[src/design/sbid_pkg.sv]
// Package for the stop-bit integer decoder.
// Holds the beat types, status codes and byte masks; depends on nothing.
`default_nettype none

package sbid_pkg;

    localparam logic [7:0] STOP_MASK = 8'h80;
    localparam logic [7:0] SIGN_MASK = 8'h40;
    localparam logic [7:0] DATA_MASK = 8'h7F;
    localparam logic [7:0] NULL_BYTE = 8'h80;

    // Last byte index (zero based) allowed for narrow and wide kinds.
    localparam logic [3:0] LAST_NARROW = 4'd4;
    localparam logic [3:0] LAST_WIDE   = 4'd9;

    // Leading byte top bits that a negative value must carry.
    localparam logic [2:0] NEG_TOP_NARROW = 3'h7;
    localparam logic [5:0] NEG_TOP_WIDE   = 6'h3F;

    localparam logic [2:0] ST_OK       = 3'd0;
    localparam logic [2:0] ST_NULL     = 3'd1;
    localparam logic [2:0] ST_OVERFLOW = 3'd2;
    localparam logic [2:0] ST_NO_STOP  = 3'd3;
    localparam logic [2:0] ST_END      = 3'd4;

    // Kind encoding: bit 0 is signed, bit 1 is 64-bit.
    localparam int KIND_SIGNED_BIT = 0;
    localparam int KIND_WIDE_BIT   = 1;

    typedef struct packed {
        logic [7:0] data_byte;
        logic       buffer_end;
        logic [1:0] action;
        logic       nullable;
    } t_in;

    typedef struct packed {
        logic [63:0] value;
        logic [2:0]  status;
    } t_out;

    // One classified value handed from the front to the back.
    typedef struct packed {
        logic [63:0] acc;
        logic [1:0]  kind;
        logic        nullable;
        logic [2:0]  status;
    } t_work;

endpackage

`default_nettype wire

[src/design/sbid_queue.sv]
// Small first-in first-out queue of any packed item type.
// Used between front and back and as the result buffer; no package needed.
`default_nettype none

module sbid_queue #(
    parameter type t_item = logic [7:0],
    parameter int  DEPTH  = 2
) (
    input  wire   i_clk,
    input  wire   i_rst_n,
    input  wire   i_push,
    input  t_item i_item,
    output logic  o_full,
    input  wire   i_pop,
    output t_item o_item,
    output logic  o_empty
);

    localparam int PW = (DEPTH > 1) ? $clog2(DEPTH) : 1;
    localparam int CW = $clog2(DEPTH + 1);
    localparam logic [PW-1:0] PTR_LAST = PW'(DEPTH - 1);
    localparam logic [CW-1:0] CNT_FULL = CW'(DEPTH);

    t_item         r_mem [DEPTH];
    logic [PW-1:0] r_wr_ptr, n_wr_ptr;
    logic [PW-1:0] r_rd_ptr, n_rd_ptr;
    logic [CW-1:0] r_count, n_count;
    logic          do_push, do_pop;

    assign o_full  = (r_count == CNT_FULL);
    assign o_empty = (r_count == '0);
    assign o_item  = r_mem[r_rd_ptr];
    assign do_push = i_push && !o_full;
    assign do_pop  = i_pop && !o_empty;

    always_comb begin
        n_wr_ptr = r_wr_ptr;
        n_rd_ptr = r_rd_ptr;
        n_count  = r_count;
        if (do_push) begin
            n_wr_ptr = (r_wr_ptr == PTR_LAST) ? '0 : r_wr_ptr + 1'b1;
        end
        if (do_pop) begin
            n_rd_ptr = (r_rd_ptr == PTR_LAST) ? '0 : r_rd_ptr + 1'b1;
        end
        if (do_push && !do_pop) begin
            n_count = r_count + 1'b1;
        end else if (do_pop && !do_push) begin
            n_count = r_count - 1'b1;
        end
    end

    always_ff @(posedge i_clk) begin
        if (!i_rst_n) begin
            r_wr_ptr <= '0;
            r_rd_ptr <= '0;
            r_count  <= '0;
        end else begin
            r_wr_ptr <= n_wr_ptr;
            r_rd_ptr <= n_rd_ptr;
            r_count  <= n_count;
        end
    end

    always_ff @(posedge i_clk) begin
        if (do_push) begin
            r_mem[r_wr_ptr] <= i_item;
        end
    end

endmodule

`default_nettype wire

[src/design/sbid_front.sv]
// Front end of the decoder: assembles stop-bit bytes and classifies each value.
// Depends on sbid_pkg for the beat types, masks and status codes.
`default_nettype none

module sbid_front (
    input  wire            i_clk,
    input  wire            i_rst_n,
    input  wire            i_accept,
    input  sbid_pkg::t_in  i_item,
    output logic           o_push,
    output sbid_pkg::t_work o_work
);
    import sbid_pkg::*;

    logic [63:0] r_acc, n_acc;
    logic [3:0]  r_count, n_count;
    logic [7:0]  r_lead;
    logic [1:0]  r_kind;
    logic        r_nullable;

    logic        first;
    logic [1:0]  kind;
    logic        nul;
    logic [7:0]  lead;
    logic [7:0]  data;
    logic [3:0]  last;
    logic [63:0] base;
    logic [63:0] acc_new;
    logic [6:0]  lead_bits;
    logic        neg;
    logic        overflow;
    logic        emit;
    logic [2:0]  status;

    assign data      = i_item.data_byte;
    assign first     = (r_count == '0);
    assign kind      = first ? i_item.action : r_kind;
    assign nul       = first ? i_item.nullable : r_nullable;
    assign lead      = first ? data : r_lead;
    assign last      = kind[KIND_WIDE_BIT] ? LAST_WIDE : LAST_NARROW;
    assign base      = first ? {64{kind[KIND_SIGNED_BIT] && ((data & SIGN_MASK) != '0)}}
                             : r_acc;
    assign acc_new   = {base[56:0], data[6:0] & DATA_MASK[6:0]};
    assign lead_bits = lead[6:0];
    assign neg       = kind[KIND_SIGNED_BIT] && ((lead & SIGN_MASK) != '0);

    always_comb begin
        if (kind[KIND_WIDE_BIT]) begin
            overflow = lead_bits[6:1] != (neg ? NEG_TOP_WIDE : 6'h00);
        end else begin
            overflow = lead_bits[6:4] != (neg ? NEG_TOP_NARROW : 3'h0);
        end
    end

    // Priority follows the decode order: end of buffer, null, overflow on the
    // last allowed byte, a stop bit, and finally a missing stop bit.
    always_comb begin
        emit   = 1'b1;
        status = ST_OK;
        if (i_item.buffer_end) begin
            status = ST_END;
        end else if (first && nul && (data == NULL_BYTE)) begin
            status = ST_NULL;
        end else if ((r_count >= last) && overflow) begin
            status = ST_OVERFLOW;
        end else if ((data & STOP_MASK) != '0) begin
            status = ST_OK;
        end else if (r_count >= last) begin
            status = ST_NO_STOP;
        end else begin
            emit = 1'b0;
        end
    end

    assign o_push          = i_accept && emit;
    assign o_work.acc      = acc_new;
    assign o_work.kind     = kind;
    assign o_work.nullable = nul;
    assign o_work.status   = status;

    always_comb begin
        n_count = r_count;
        n_acc   = r_acc;
        if (i_accept) begin
            if (emit) begin
                n_count = '0;
                n_acc   = '0;
            end else begin
                n_count = r_count + 1'b1;
                n_acc   = acc_new;
            end
        end
    end

    always_ff @(posedge i_clk) begin
        if (!i_rst_n) begin
            r_count    <= '0;
            r_acc      <= '0;
            r_lead     <= '0;
            r_kind     <= '0;
            r_nullable <= 1'b0;
        end else begin
            r_count <= n_count;
            r_acc   <= n_acc;
            if (i_accept && first && !i_item.buffer_end) begin
                r_lead     <= data;
                r_kind     <= i_item.action;
                r_nullable <= i_item.nullable;
            end
        end
    end

endmodule

`default_nettype wire

[src/design/sbid_back.sv]
// Back end of the decoder: sizes, sign-extends and adjusts finished values.
// Depends on sbid_pkg and sbid_queue, which buffers the results.
`default_nettype none

module sbid_back #(
    parameter int OUT_DEPTH = 2
) (
    input  wire             i_clk,
    input  wire             i_rst_n,
    input  wire             i_work_valid,
    input  sbid_pkg::t_work i_work,
    output logic            o_work_pop,
    input  wire             i_pop,
    output sbid_pkg::t_out  o_result,
    output logic            o_empty
);
    import sbid_pkg::*;

    logic [63:0] sized;
    logic [63:0] dec;
    logic [63:0] final_value;
    logic        is_signed;
    logic        is_wide;
    logic        out_full;
    t_out        result;

    assign is_signed = i_work.kind[KIND_SIGNED_BIT];
    assign is_wide   = i_work.kind[KIND_WIDE_BIT];

    always_comb begin
        if (is_wide) begin
            sized = i_work.acc;
        end else if (is_signed) begin
            sized = {{32{i_work.acc[31]}}, i_work.acc[31:0]};
        end else begin
            sized = {32'h0, i_work.acc[31:0]};
        end
    end

    assign dec = sized - 64'd1;

    // Optional fields shift non-negative values down by one; unsigned ones
    // wrap at the kind's width, signed zero and negatives pass unchanged.
    always_comb begin
        final_value = sized;
        if (i_work.nullable) begin
            if (!is_signed) begin
                final_value = is_wide ? dec : {32'h0, dec[31:0]};
            end else if ((sized != '0) && !sized[63]) begin
                final_value = dec;
            end
        end
        if (i_work.status != ST_OK) begin
            final_value = '0;
        end
    end

    assign result.value  = final_value;
    assign result.status = i_work.status;
    assign o_work_pop    = i_work_valid && !out_full;

    sbid_queue #(
        .t_item (t_out),
        .DEPTH  (OUT_DEPTH)
    ) u_out_queue (
        .i_clk   (i_clk),
        .i_rst_n (i_rst_n),
        .i_push  (o_work_pop),
        .i_item  (result),
        .o_full  (out_full),
        .i_pop   (i_pop),
        .o_item  (o_result),
        .o_empty (o_empty)
    );

endmodule

`default_nettype wire

[src/design/stop_bit_integer_decoder.sv]
// Stop-bit integer decoder, top level.
// Depends on sbid_pkg, sbid_front, sbid_queue and sbid_back.
//
// The decoder takes one stream byte per beat and returns one result beat per
// finished value: a decoded integer with status ok, or a null, overflow,
// missing stop bit or unexpected end report (value zero for all but ok). Each
// byte carries seven data bits, most significant group first, and a set bit 7
// ends the value. The kind (u32, i32, u64, i64) and the nullable flag are
// taken from the first byte's beat and held for the rest of the value. A
// beat with buffer_end set always yields an unexpected end result and drops
// any partial value. Input bytes are accepted at one per clock while the work
// queue is not full, including while results wait on the output side; a
// finished value passes through the work queue between the front and back
// sections, written by the edge that takes its last byte, and then through
// the result queue, written once the result queue has room. The input side
// reports full only when the work queue is full, which happens when the
// result side has stalled long enough to fill both queues.
`default_nettype none

module stop_bit_integer_decoder #(
    parameter int MID_DEPTH = 2,
    parameter int OUT_DEPTH = 2
) (
    input  wire            i_clk,
    input  wire            i_rst_n,
    input  wire            push,
    output logic           full,
    input  sbid_pkg::t_in  i_item,
    output logic           empty,
    input  wire            pop,
    output sbid_pkg::t_out o_result
);
    import sbid_pkg::*;

    logic  accept;
    logic  front_push;
    t_work front_work;
    t_work mid_work;
    logic  mid_empty;
    logic  mid_pop;

    assign accept = push && !full;

    // Front: byte assembly and classification, one byte per clock while the work queue is not full.
    sbid_front u_front (
        .i_clk    (i_clk),
        .i_rst_n  (i_rst_n),
        .i_accept (accept),
        .i_item   (i_item),
        .o_push   (front_push),
        .o_work   (front_work)
    );

    // Work queue that lets the front keep taking bytes while the back stalls.
    sbid_queue #(
        .t_item (t_work),
        .DEPTH  (MID_DEPTH)
    ) u_mid_queue (
        .i_clk   (i_clk),
        .i_rst_n (i_rst_n),
        .i_push  (front_push),
        .i_item  (front_work),
        .o_full  (full),
        .i_pop   (mid_pop),
        .o_item  (mid_work),
        .o_empty (mid_empty)
    );

    // Back: value finishing and the result buffer.
    sbid_back #(
        .OUT_DEPTH (OUT_DEPTH)
    ) u_back (
        .i_clk        (i_clk),
        .i_rst_n      (i_rst_n),
        .i_work_valid (!mid_empty),
        .i_work       (mid_work),
        .o_work_pop   (mid_pop),
        .i_pop        (pop),
        .o_result     (o_result),
        .o_empty      (empty)
    );

`ifndef SYNTH
    // Every waiting result carries a defined status code.
    a_status_code: assert property (@(posedge i_clk) disable iff (!i_rst_n)
        !empty |-> (o_result.status == ST_OK || o_result.status == ST_NULL ||
                    o_result.status == ST_OVERFLOW || o_result.status == ST_NO_STOP ||
                    o_result.status == ST_END))
        else $error("result status code out of range");

    // Reports other than ok carry a zero value.
    a_zero_on_report: assert property (@(posedge i_clk) disable iff (!i_rst_n)
        (!empty && o_result.status != ST_OK) |-> (o_result.value == 64'h0))
        else $error("non-ok result with nonzero value");

    // Reset leaves no result waiting.
    a_reset_empty: assert property (@(posedge i_clk)
        !i_rst_n |=> empty)
        else $error("result waiting after reset");
`endif

endmodule

`default_nettype wire
[config.mk]
export PLATFORM = sky130hd
export DESIGN_NAME = stop_bit_integer_decoder
export DESIGN_NICKNAME = d
export VERILOG_FILES = /design/src/design/sbid_pkg.sv /design/src/design/sbid_queue.sv /design/src/design/sbid_front.sv /design/src/design/sbid_back.sv /design/src/design/stop_bit_integer_decoder.sv
export SDC_FILE = /design/constraint.sdc
export NUM_CORES = 1
export LEC_CHECK = 0
export ABC_AREA = 0
export BUFFER_PORTS_ARGS = -buffer_cell sky130_fd_sc_hd__buf_2
export CORE_MARGIN = 8
export CORE_UTILIZATION = 55
export CTS_BUF_LIST = sky130_fd_sc_hd__clkbuf_8 sky130_fd_sc_hd__clkbuf_16
export CTS_CLUSTER_DIAMETER = 30
export DETAILED_ROUTE_END_ITERATION = 10
export PLACE_DENSITY = 0.82
export SYNTH_ARGS = -nofsm -noshare
export SYNTH_HDL_FRONTEND = slang
export SYNTH_SLANG_ARGS = --single-unit
[constraint.sdc]
create_clock -name i_clk -period 11.5 [get_ports i_clk]
set_input_delay 1.15 -clock i_clk [delete_from_list [all_inputs] [get_ports i_clk]]
set_output_delay 1.15 -clock i_clk [all_outputs]
set_load 0.01 [all_outputs]
# [Yosys cells after proc, flatten, opt, wreduce, memory -nomap -nowiden]
# Memories as Yosys holds them, arrays and structs flattened. A register that Yosys moved wholly into a read port is not among the register bits.
# Index checks and enable logic that the tools add are counted.
[op_classes] addsub=10 mul=0 div=0 magnitude_cmp=1 n_eq_ne=5 shifts=0 mux=43 n_bitwise=0 reduce_logical=36
[op_table] cell="$mux W64" n=7
[op_table] cell="$mux W57" n=2
[op_table] cell="$reduce_bool A64 Y1" n=1
[op_table] cell="$sub A64 B1 Y64 const B" n=1
[op_table] cell="$logic_and A1 B1 Y1" n=19
[op_table] cell="$mux W1" n=19
[op_table] cell="$mux W2" n=7
[op_table] cell="$mux W3" n=4
[op_table] cell="$logic_not A1 Y1" n=10
[op_table] cell="$eq A8 B8 Y1 const B" n=1
[op_table] cell="$mux W4" n=2
[op_table] cell="$mux W7" n=1
[op_table] cell="$mux W6" n=1
[op_table] cell="$ne A6 B6 Y1" n=1
[op_table] cell="$add A1 B1 Y1 const B" n=4
[op_table] cell="$add A2 B1 Y2 const B" n=2
[op_table] cell="$add A4 B1 Y4 const B" n=1
[op_table] cell="$eq A2 B2 Y1 const B" n=2
[op_table] cell="$ge A4 B4 Y1" n=1
[op_table] cell="$logic_not A2 Y1" n=2
[op_table] cell="$logic_not A4 Y1" n=1
[op_table] cell="$reduce_bool A2 Y1" n=2
[op_table] cell="$sub A2 B1 Y2 const B" n=2
[op_table] cell="$ne A3 B3 Y1" n=1
[op_table] cell="$reduce_bool A3 Y1" n=1
[word_totals] regBits=79 latch_bits=0 ramBits=274 romBits=0 inputBits=16 out_inout_bits=69 elab_cells=108 n_memories=2
[memory_table] name="u_mid_queue.r_mem" depth=2 word_bits=70 rd=1 rd_ports_with_merged_regs=1 write_ports=1 line_no="sbid_queue.sv:24" rtl="t_item r_mem [DEPTH];"
[memory_table] name="u_back.u_out_queue.r_mem" depth=2 word_bits=67 rd=1 rd_ports_with_merged_regs=1 write_ports=1 line_no="sbid_queue.sv:24"

# [Depth between registers and ports, before layout]
# Gate-level depths: netlist of the first run.
[depth] depth_word=16 mapped_depth=19 depth_no_buf=16

# [Modules after synthesis]
# Synthesis of the first run repeated with hierarchy kept, for this count alone.
[unflattened] cells_unflattened=1351 hier_area_um2=16882.4
[by_module_without_submodules] mod="sbid_queue at u_mid_queue" instances=1 cells_each=243 area_each_um2=5266.3 seq_area_each_um2=4304.1
[by_module_without_submodules] mod="sbid_queue at u_back.u_out_queue" instances=1 cells_each=233 area_each_um2=5068.6 seq_area_each_um2=4124.0
[by_module_without_submodules] mod="sbid_front" instances=1 cells_each=444 area_each_um2=3832.4 seq_area_each_um2=1401.3
[by_module_without_submodules] mod="sbid_back" instances=1 cells_each=429 area_each_um2=2697.6 seq_area_each_um2=0.0
[by_module_without_submodules] mod="stop_bit_integer_decoder" instances=1 cells_each=2 area_each_um2=17.5 seq_area_each_um2=0.0

# [Least setup slack after synthesis of the first run]
# No wires, ideal clock.
[synth_timing] path_type="register to register" from="register u_front.r_count[0]" to="memory u_mid_queue.r_mem[0][0] (netlist name), enable pin" setup_ps=500 t_arrival_ps=5202 required_time_ps=11000 slack_ps=5798 stages_incl_launch_ff=14 path_buffers=1 synth_period_minus_slack_ps=5702 cell_sequence="dfxtp_1 > inv_1 > ha_1 > or3b_2 > clkbuf_1 > mux2i_1 > inv_1 > ha_1 > or3b_2 > a21o_1 > a21oi_1 > nand2_1 > nand2_1 > nor2_1"
[synth_rtl] item="start, declared" line_no="sbid_front.sv:16" rtl="logic [3:0] r_count, n_count;"
[synth_rtl] item="start signal, assigned" line_no="sbid_front.sv:103" rtl="r_count <= n_count;"
[synth_rtl] item="end, declared" line_no="sbid_queue.sv:24"

==> qor.yml, run 1 <==
cts_resized: 0
period_share_pct: 43.0
critPathKind: "reg -> reg"
clock_sinks: 354
hold_buffers: 0
portBuffers: 84
holdCritPathClass: "reg -> reg"
max_slew_margin_pct: 19.4
grt_pass1_wl_mm: 67.8
synth.net_count: 1490
first_iter_violations: 1453
peakVddDrop_mv: 0.154
nets: 1547
post_cts_buffers: 0
final_cell_mix: "edfxtp_1 (274), nand2_1 (200), a21oi_1 (102)"
grt_usage_pct: 23.3
drtPass1Iterations: 5
ff2ff_setup_slack_ps: 6560
endpoint_kind: "flop"
worst_pin_slew_ps: 1210
path_cells: "buf_4 -> nor2b_1 -> nor2_1 -> o22a_1 -> nand4_1 -> nor4_1 -> nor4b_1 -> o21ai_0"
rows: 64
fmax_mhz: 202
async_flop_share_pct: 0
maxCapViolCount: 0
grt_start_max_net_pins: 72
grt_pass1_vias: 11836
viasPerCell: 6.29
antenna_cells: 0
finalSetupTns_ps: 0
syn_to_final_growth_pct: 14.7
dr_total_vias: 12327
multiInputGateArea_sq_um: 6620
synth_ff_type: "edfxtp_1"
pin_count: 85
cp_slowest_cell: "nor4_1"
report.final.slew_viol_count: 0
antenna_found_initial: 0
wirelength_mm: 43.5
cts_buffer_depth: 3
drtAntennaViolNets: 0
worstHoldPathCells: 2
die-height_um: 191
dieWidth_um: 191
ys_types: 75
leakage_nw: 6.94
dp_hpwl_mm: 29.1
overflow: 0
cpLargestDelayFamily: "simple AND/OR/NAND/NOR gates"
outcome: "finished clean"
fillers: 2186
syn_area_per_cell_sq_um: 11.5
cp-start-kind: "flop"
yosysWarnings: 0
clkLatencyLatePin_ps: 570
worstPathArrival_ps: 5210
wire_per_inst_um: 22.2
ys_ff_latch: 354
min-delay-start: "u_front.r_acc[23]$_SDFFE_PN0P_"
finalHoldViolCount: 0
gp_congestion: 0.954
reg2reg_to: "u_back.u_out_queue.r_mem[0][58]$_DFFE_PP_"
coreArea_sq_um: 30400
seq_area_frac_synth_pct: 58.3
cp_data_required_time_ps: 11770
rsz0062_at_grt: "no"
layout-drive-gt1-share_pct: 20.8
drcViolationCount: 0
hold_end: "u_front.r_acc[23]$_SDFFE_PN0P_"
path_clk_slew_ps: 60
setup_viol: 0
die_area_sq_um: 36500
ff_latch_area_sq_um: 9830
cts_tree: "yes"
cts.htree.levels: 2
finalCriticalPeriod_ps: 4940
hold-worst-slack_ps: 457
synth_edf_count: 274
cp_num_buf_inv: 1
start_util_pct: 55.5
final_common_cell: "edfxtp_1"
cts_buffers: 51
pwr_density_cell_nw_per_um2: 255
cts_root_buf: "clkbuf_16"
worst-r2r-cell-count: 8
critPathMaxStageDelay_ps: 830
syn_inst: 1465
netlist_area_sq_um: 16900
fin_skew_ps: 25.0
path_max_fanout: 71
flip-flops by register name (all words and copies together), names as in the netlist, named ones only:
signal and count:
u_mid_queue.r_mem 140, u_back.u_out_queue.r_mem 134, u_front.r_acc 57, u_front.r_lead 6, u_front.r_count 4, u_back.u_out_queue.r_count 2
u_front.r_kind 2, u_mid_queue.r_count 2, u_back.u_out_queue.r_rd_ptr 1, u_back.u_out_queue.r_wr_ptr 1, u_front.r_nullable 1, u_mid_queue.r_rd_ptr 1
u_mid_queue.r_wr_ptr 1
area by class of cell:
| class | count | area share (%) |
|---|---|---|
| clock buffer | 52 | 6.67 |
| clock inverter | 44 | 2.67 |
| inverter | 10 | 0.194 |
| multi-input combinational | 1002 | 34.2 |
| sequential | 354 | 50.8 |
| tap | 396 | 2.56 |
| timing repair buffer | 103 | 2.91 |
power by group:
group	internal, W	total, W	leakage, nW	switching, W
combinational	0.000526	0.00146	2.79	0.000935
clock	0.000998	0.00160	0.904	0.000604
sequential	0.00174	0.00188	3.25	0.000136
worst max-delay path by stage:
stage | start | endpoint | slack (ps) | cells past startpoint
2_1_floorplan | u_front.r_count[0]$_SDFFE_PN0P_ | u_mid_queue.r_mem[0][0]$_DFFE_PP_ | 5800 | 13
5_1_grt | flop | u_back.u_out_queue.r_mem[0][26]$_DFFE_PP_ | 6230 | 9
3_3_place_gp | flop | u_back.u_out_queue.r_mem[0][26]$_DFFE_PP_ | 6750 | 9
4_1_cts | flop | u_back.u_out_queue.r_mem[0][26]$_DFFE_PP_ | 6670 | 9
3_5_place_dp | flop | u_back.u_out_queue.r_mem[0][26]$_DFFE_PP_ | 6690 | 9
6_report | flop | u_back.u_out_queue.r_mem[0][58]$_DFFE_PP_ | 6560 | 8
worst register-to-register path: cells and delay by family, from the launching register on:
| kind | cells | cell delay, ps |
|---|---|---|
| AOI/OAI and AO/OA | 2 | 520 |
| buffers and inverters | 1 | 730 |
| DFF | 1 | 810 |
| and+or+nand+nor | 5 | 2590 |
cells in the mapped netlist, types with 21 or more instances:
master      n  share of area [%]
nor3_1     57                1.7
nand3_1    23               0.68
clkbuf_1   56                1.2
nor4_1     29                1.1
o21ai_0    31               0.92
edfxtp_1  274                 49
or3_1      22               0.82
mux2_2     89                5.9
a21oi_1   103                3.1
nor2_1     58                1.3
a21o_1     61                2.7
dfxtp_1    80                9.5
nand2_1   202                4.5
nand4_1    23               0.85
mux2i_1    61                3.6
buf_2      21               0.62
stage by stage:
step	worst slack, ps	total power, W	cells	util [%]	cell area (sq um)
6_report	6560	0.00494	1961	63.6	19400
3_5_place_dp	6690	0.00333	1865	57.7	17500
3_3_place_gp	6750	0.00329	1865	57.7	17500
2_1_floorplan	5800	0.00285	1465	-	16900
5_1_grt	6230	0.00515	1961	63.6	19400
4_1_cts	6670	0.00494	1961	63.6	19400
kinds of logic (layout without fill, tap and decap cells):
kind of cell | Yosys count | in the layout | share of synthesized area, %
flip-flops | 354 | 354 | 58.3
multiplexers | 150 | 150 | 9.56
AO/OA/AOI/OAI | 312 | 312 | 12.3
adder cells (fa/ha/maj) | 9 | 9 | 0.667
AND/OR/NAND/NOR | 522 | 522 | 15.9
buffers and inverters | 109 | 209 | 2.90
XOR/XNOR | 9 | 9 | 0.467
metal layers:
| metal | track usage, % | routed length (um) | up-vias |
|---|---|---|---|
| met5 | 0 | 0 | - |
| met4 | 6.13 | 764 | 0 |
| met3 | 3.06 | 3650 | 60 |
| met2 | 35.8 | 19700 | 591 |
| met1 | 34.5 | 19400 | 6001 |
| li1 | - | - | 5675 |
(Power assumes the default switching activity.)
==> run 2: changes to the inputs <==
- clock period: 11.5 -> 4.8 ns (I/O delays scaled with it)
==> run 2 against run 1 <==
Net effect:
- die area unchanged
- critical path depth grew 1
- wire length about the same
- sequential power grew 140%
- clock power up 140%
- combinational power up 140%
- largest power group unchanged
- global-route usage barely moved
- clock-buffer cell count increased by 5
- first-iteration DRC count shrank 15%
==> qor.yml, run 2 (synthesis gave the netlist of run 1 again) <==
maxCapViolCount: 0  # unchanged
worstPathArrival_ps: 4600  # -610 ps
final_cell_mix: "edfxtp_1 (274), nand2_1 (200), a21oi_1 (102)"
multiInputGateArea_sq_um: 6620  # unchanged
ff_latch_area_sq_um: 9830  # unchanged
syn_to_final_growth_pct: 15.6
grt_start_max_net_pins: 72  # unchanged
path_clk_slew_ps: 60  # about the same
dp_hpwl_mm: 29.2  # +0.44%
regMostFlops: "u_mid_queue.r_mem"
setup_viol: 0  # unchanged
wirelength_mm: 43.5  # about the same
dp_slack_ps: 511  # -6180 ps
wire_per_inst_um: 22.0  # -0.95%
rsz0062_at_grt: "no"
critPathKind: "reg -> reg"
cts_buffers: 53  # +3.9%
grt_usage_pct: 23.3  # about the same
clock_sinks: 354  # unchanged
worst_pin_slew_ps: 1110  # -103 ps
grt_pass1_wl_mm: 67.4  # -0.68%
fin_skew_ps: 28.5  # +3.54 ps
pin_count: 85  # unchanged
wl_met3_mm: 3.98  # +9.0%
hold_buffers: 0  # unchanged
wl_met2_mm: 19.2  # -2.7%
cts_resized: 0  # unchanged
viasPerCell: 6.26  # -0.49%
worst-r2r-cell-count: 9  # +1
wl_met1_mm: 19.5  # +0.85%
report.final.slew_viol_count: 0  # unchanged
antenna_cells: 0  # unchanged
drtAntennaViolNets: 0  # unchanged
ff2ff_setup_slack_ps: 440  # -6120 ps
path_depth: 9  # +1
cp-start-kind: "flop"
clkLatencyLatePin_ps: 590  # +20 ps
gp_congestion: 0.927  # -2.8%
pwr_density_cell_nw_per_um2: 606  # +140%
reg.largest.list: "u_mid_queue.r_mem: 140 flops, u_back.u_out_queue.r_mem: 134 flops, u_front.r_acc: 57 flops"
cts.htree.levels: 2  # unchanged
path_max_fanout: 36  # -49%
antenna_found_initial: 0  # unchanged
period_share_pct: 90.9  # +48 points
max_slew_margin_pct: 26.3  # +6.8 points
finalCriticalPeriod_ps: 4360  # -577 ps
fillers: 2229  # +2.0%
dieWidth_um: 191  # unchanged
die-height_um: 191  # unchanged
holdCritPathClass: "in -> reg"
post_cts_buffers: 0  # unchanged
finalSetupTns_ps: 0  # unchanged
grt_pass1_vias: 11708  # -1.1%
outcome: "finished clean"
cp_num_buf_inv: 1  # unchanged
setup_slack_ps: 437  # -6120 ps
drtPass1Iterations: 5  # unchanged
start_util_pct: 55.5  # unchanged
critPathMaxStageDelay_ps: 690  # -140 ps
path_cells: "buf_4 -> mux2i_1 -> ha_1 -> nor4bb_1 -> o22ai_1 -> a2111o_1 -> nor3_1 -> nor3b_1 -> o21ai_0"
cp_slowest_cell: "a2111o_1"
rows: 64  # unchanged
fmax_mhz: 229  # +13%
top_layer: "met4"
nets: 1565  # +1.2%
overflow: 0  # unchanged
finalHoldViolCount: 0  # unchanged
hold-worst-slack_ps: 160  # -296 ps
cts_root_buf: "clkbuf_16"
dr_total_vias: 12386  # +0.48%
cpLargestDelayFamily: "compound AO/OA/AOI/OAI gates"
endpoint_kind: "flop"
coreArea_sq_um: 30400  # unchanged
reg2reg_to: "u_back.u_out_queue.r_mem[0][49]$_DFFE_PP_"
cts_buffer_depth: 3  # unchanged
die_area_sq_um: 36500  # unchanged
cts_tree: "yes"
leakage_nw: 7.03  # +1.3%
peakVddDrop_mv: 0.384  # +150%
portBuffers: 84  # unchanged
layout-drive-gt1-share_pct: 21.6  # +0.82 points
largest_register_ffs: 140  # unchanged
final_common_cell: "edfxtp_1"
drcViolationCount: 0  # unchanged
first_iter_violations: 1229  # -15%
cp_data_required_time_ps: 5040  # -6730 ps
endpoint: "u_back.u_out_queue.r_mem[0][49]$_DFFE_PP_"
run 2: per-stage QoR:
stage | power (W) | utilization (%) | cell area (sq um) | std cells
finish | 0.0118 | 64.1 | 19500 | 1980
global route | 0.0124 | 64.1 | 19500 | 1980
CTS | 0.0119 | 64.1 | 19500 | 1980
detailed placement | 0.00804 | 58.1 | 17700 | 1881
global placement | 0.00795 | 58.1 | 17700 | 1881
floorplan | 0.00682 | - | 16900 | 1465
run 2: worst min-delay path: stages:
cell and delay (ps):
buf_2 110, nand2_1 40, a21boi_0 60
run 2: layout make-up:
type / instances / area share, %
clock buffers: 57 / 7.14
clock inverters: 42 / 2.20
inverters: 10 / 0.192
multi-input cells: 1002 / 33.9
flip-flops and latches: 354 / 50.4
well taps: 396 / 2.54
repair buffers: 119 / 3.63
run 2: report_power, final:
part | switching [W] | internal [W] | leakage [nW] | total [W]
clock network | 0.00147 | 0.00232 | 0.903 | 0.00379
registers | 0.000335 | 0.00417 | 3.25 | 0.00450
logic | 0.00223 | 0.00131 | 2.88 | 0.00354
run 2: how the worst min path moves through the flow:
stage	start	cells past startpoint	slack, ps	end
after floorplan	u_front.r_acc[0]$_SDFFE_PN0P_	2	440	u_front.r_acc[0]$_SDFFE_PN0P_
after global placement	u_front.r_acc[2]$_SDFFE_PN0P_	2	440	u_front.r_acc[2]$_SDFFE_PN0P_
after detailed placement	u_front.r_acc[52]$_SDFFE_PN0P_	2	450	u_front.r_acc[52]$_SDFFE_PN0P_
after CTS	i_item[4]	1	140	u_mid_queue.r_mem[1][6]$_DFFE_PP_
after global routing	i_item[4]	1	140	u_mid_queue.r_mem[1][6]$_DFFE_PP_
final	i_item[0]	3	160	u_front.r_nullable$_SDFFE_PN0P_
run 2: routing by layer:
metal,global-route usage (%),vias up
li1,-,5714
met1,34.5,5989
met2,35.1,610
met3,3.94,73
met4,6.31,0
met5,0,-
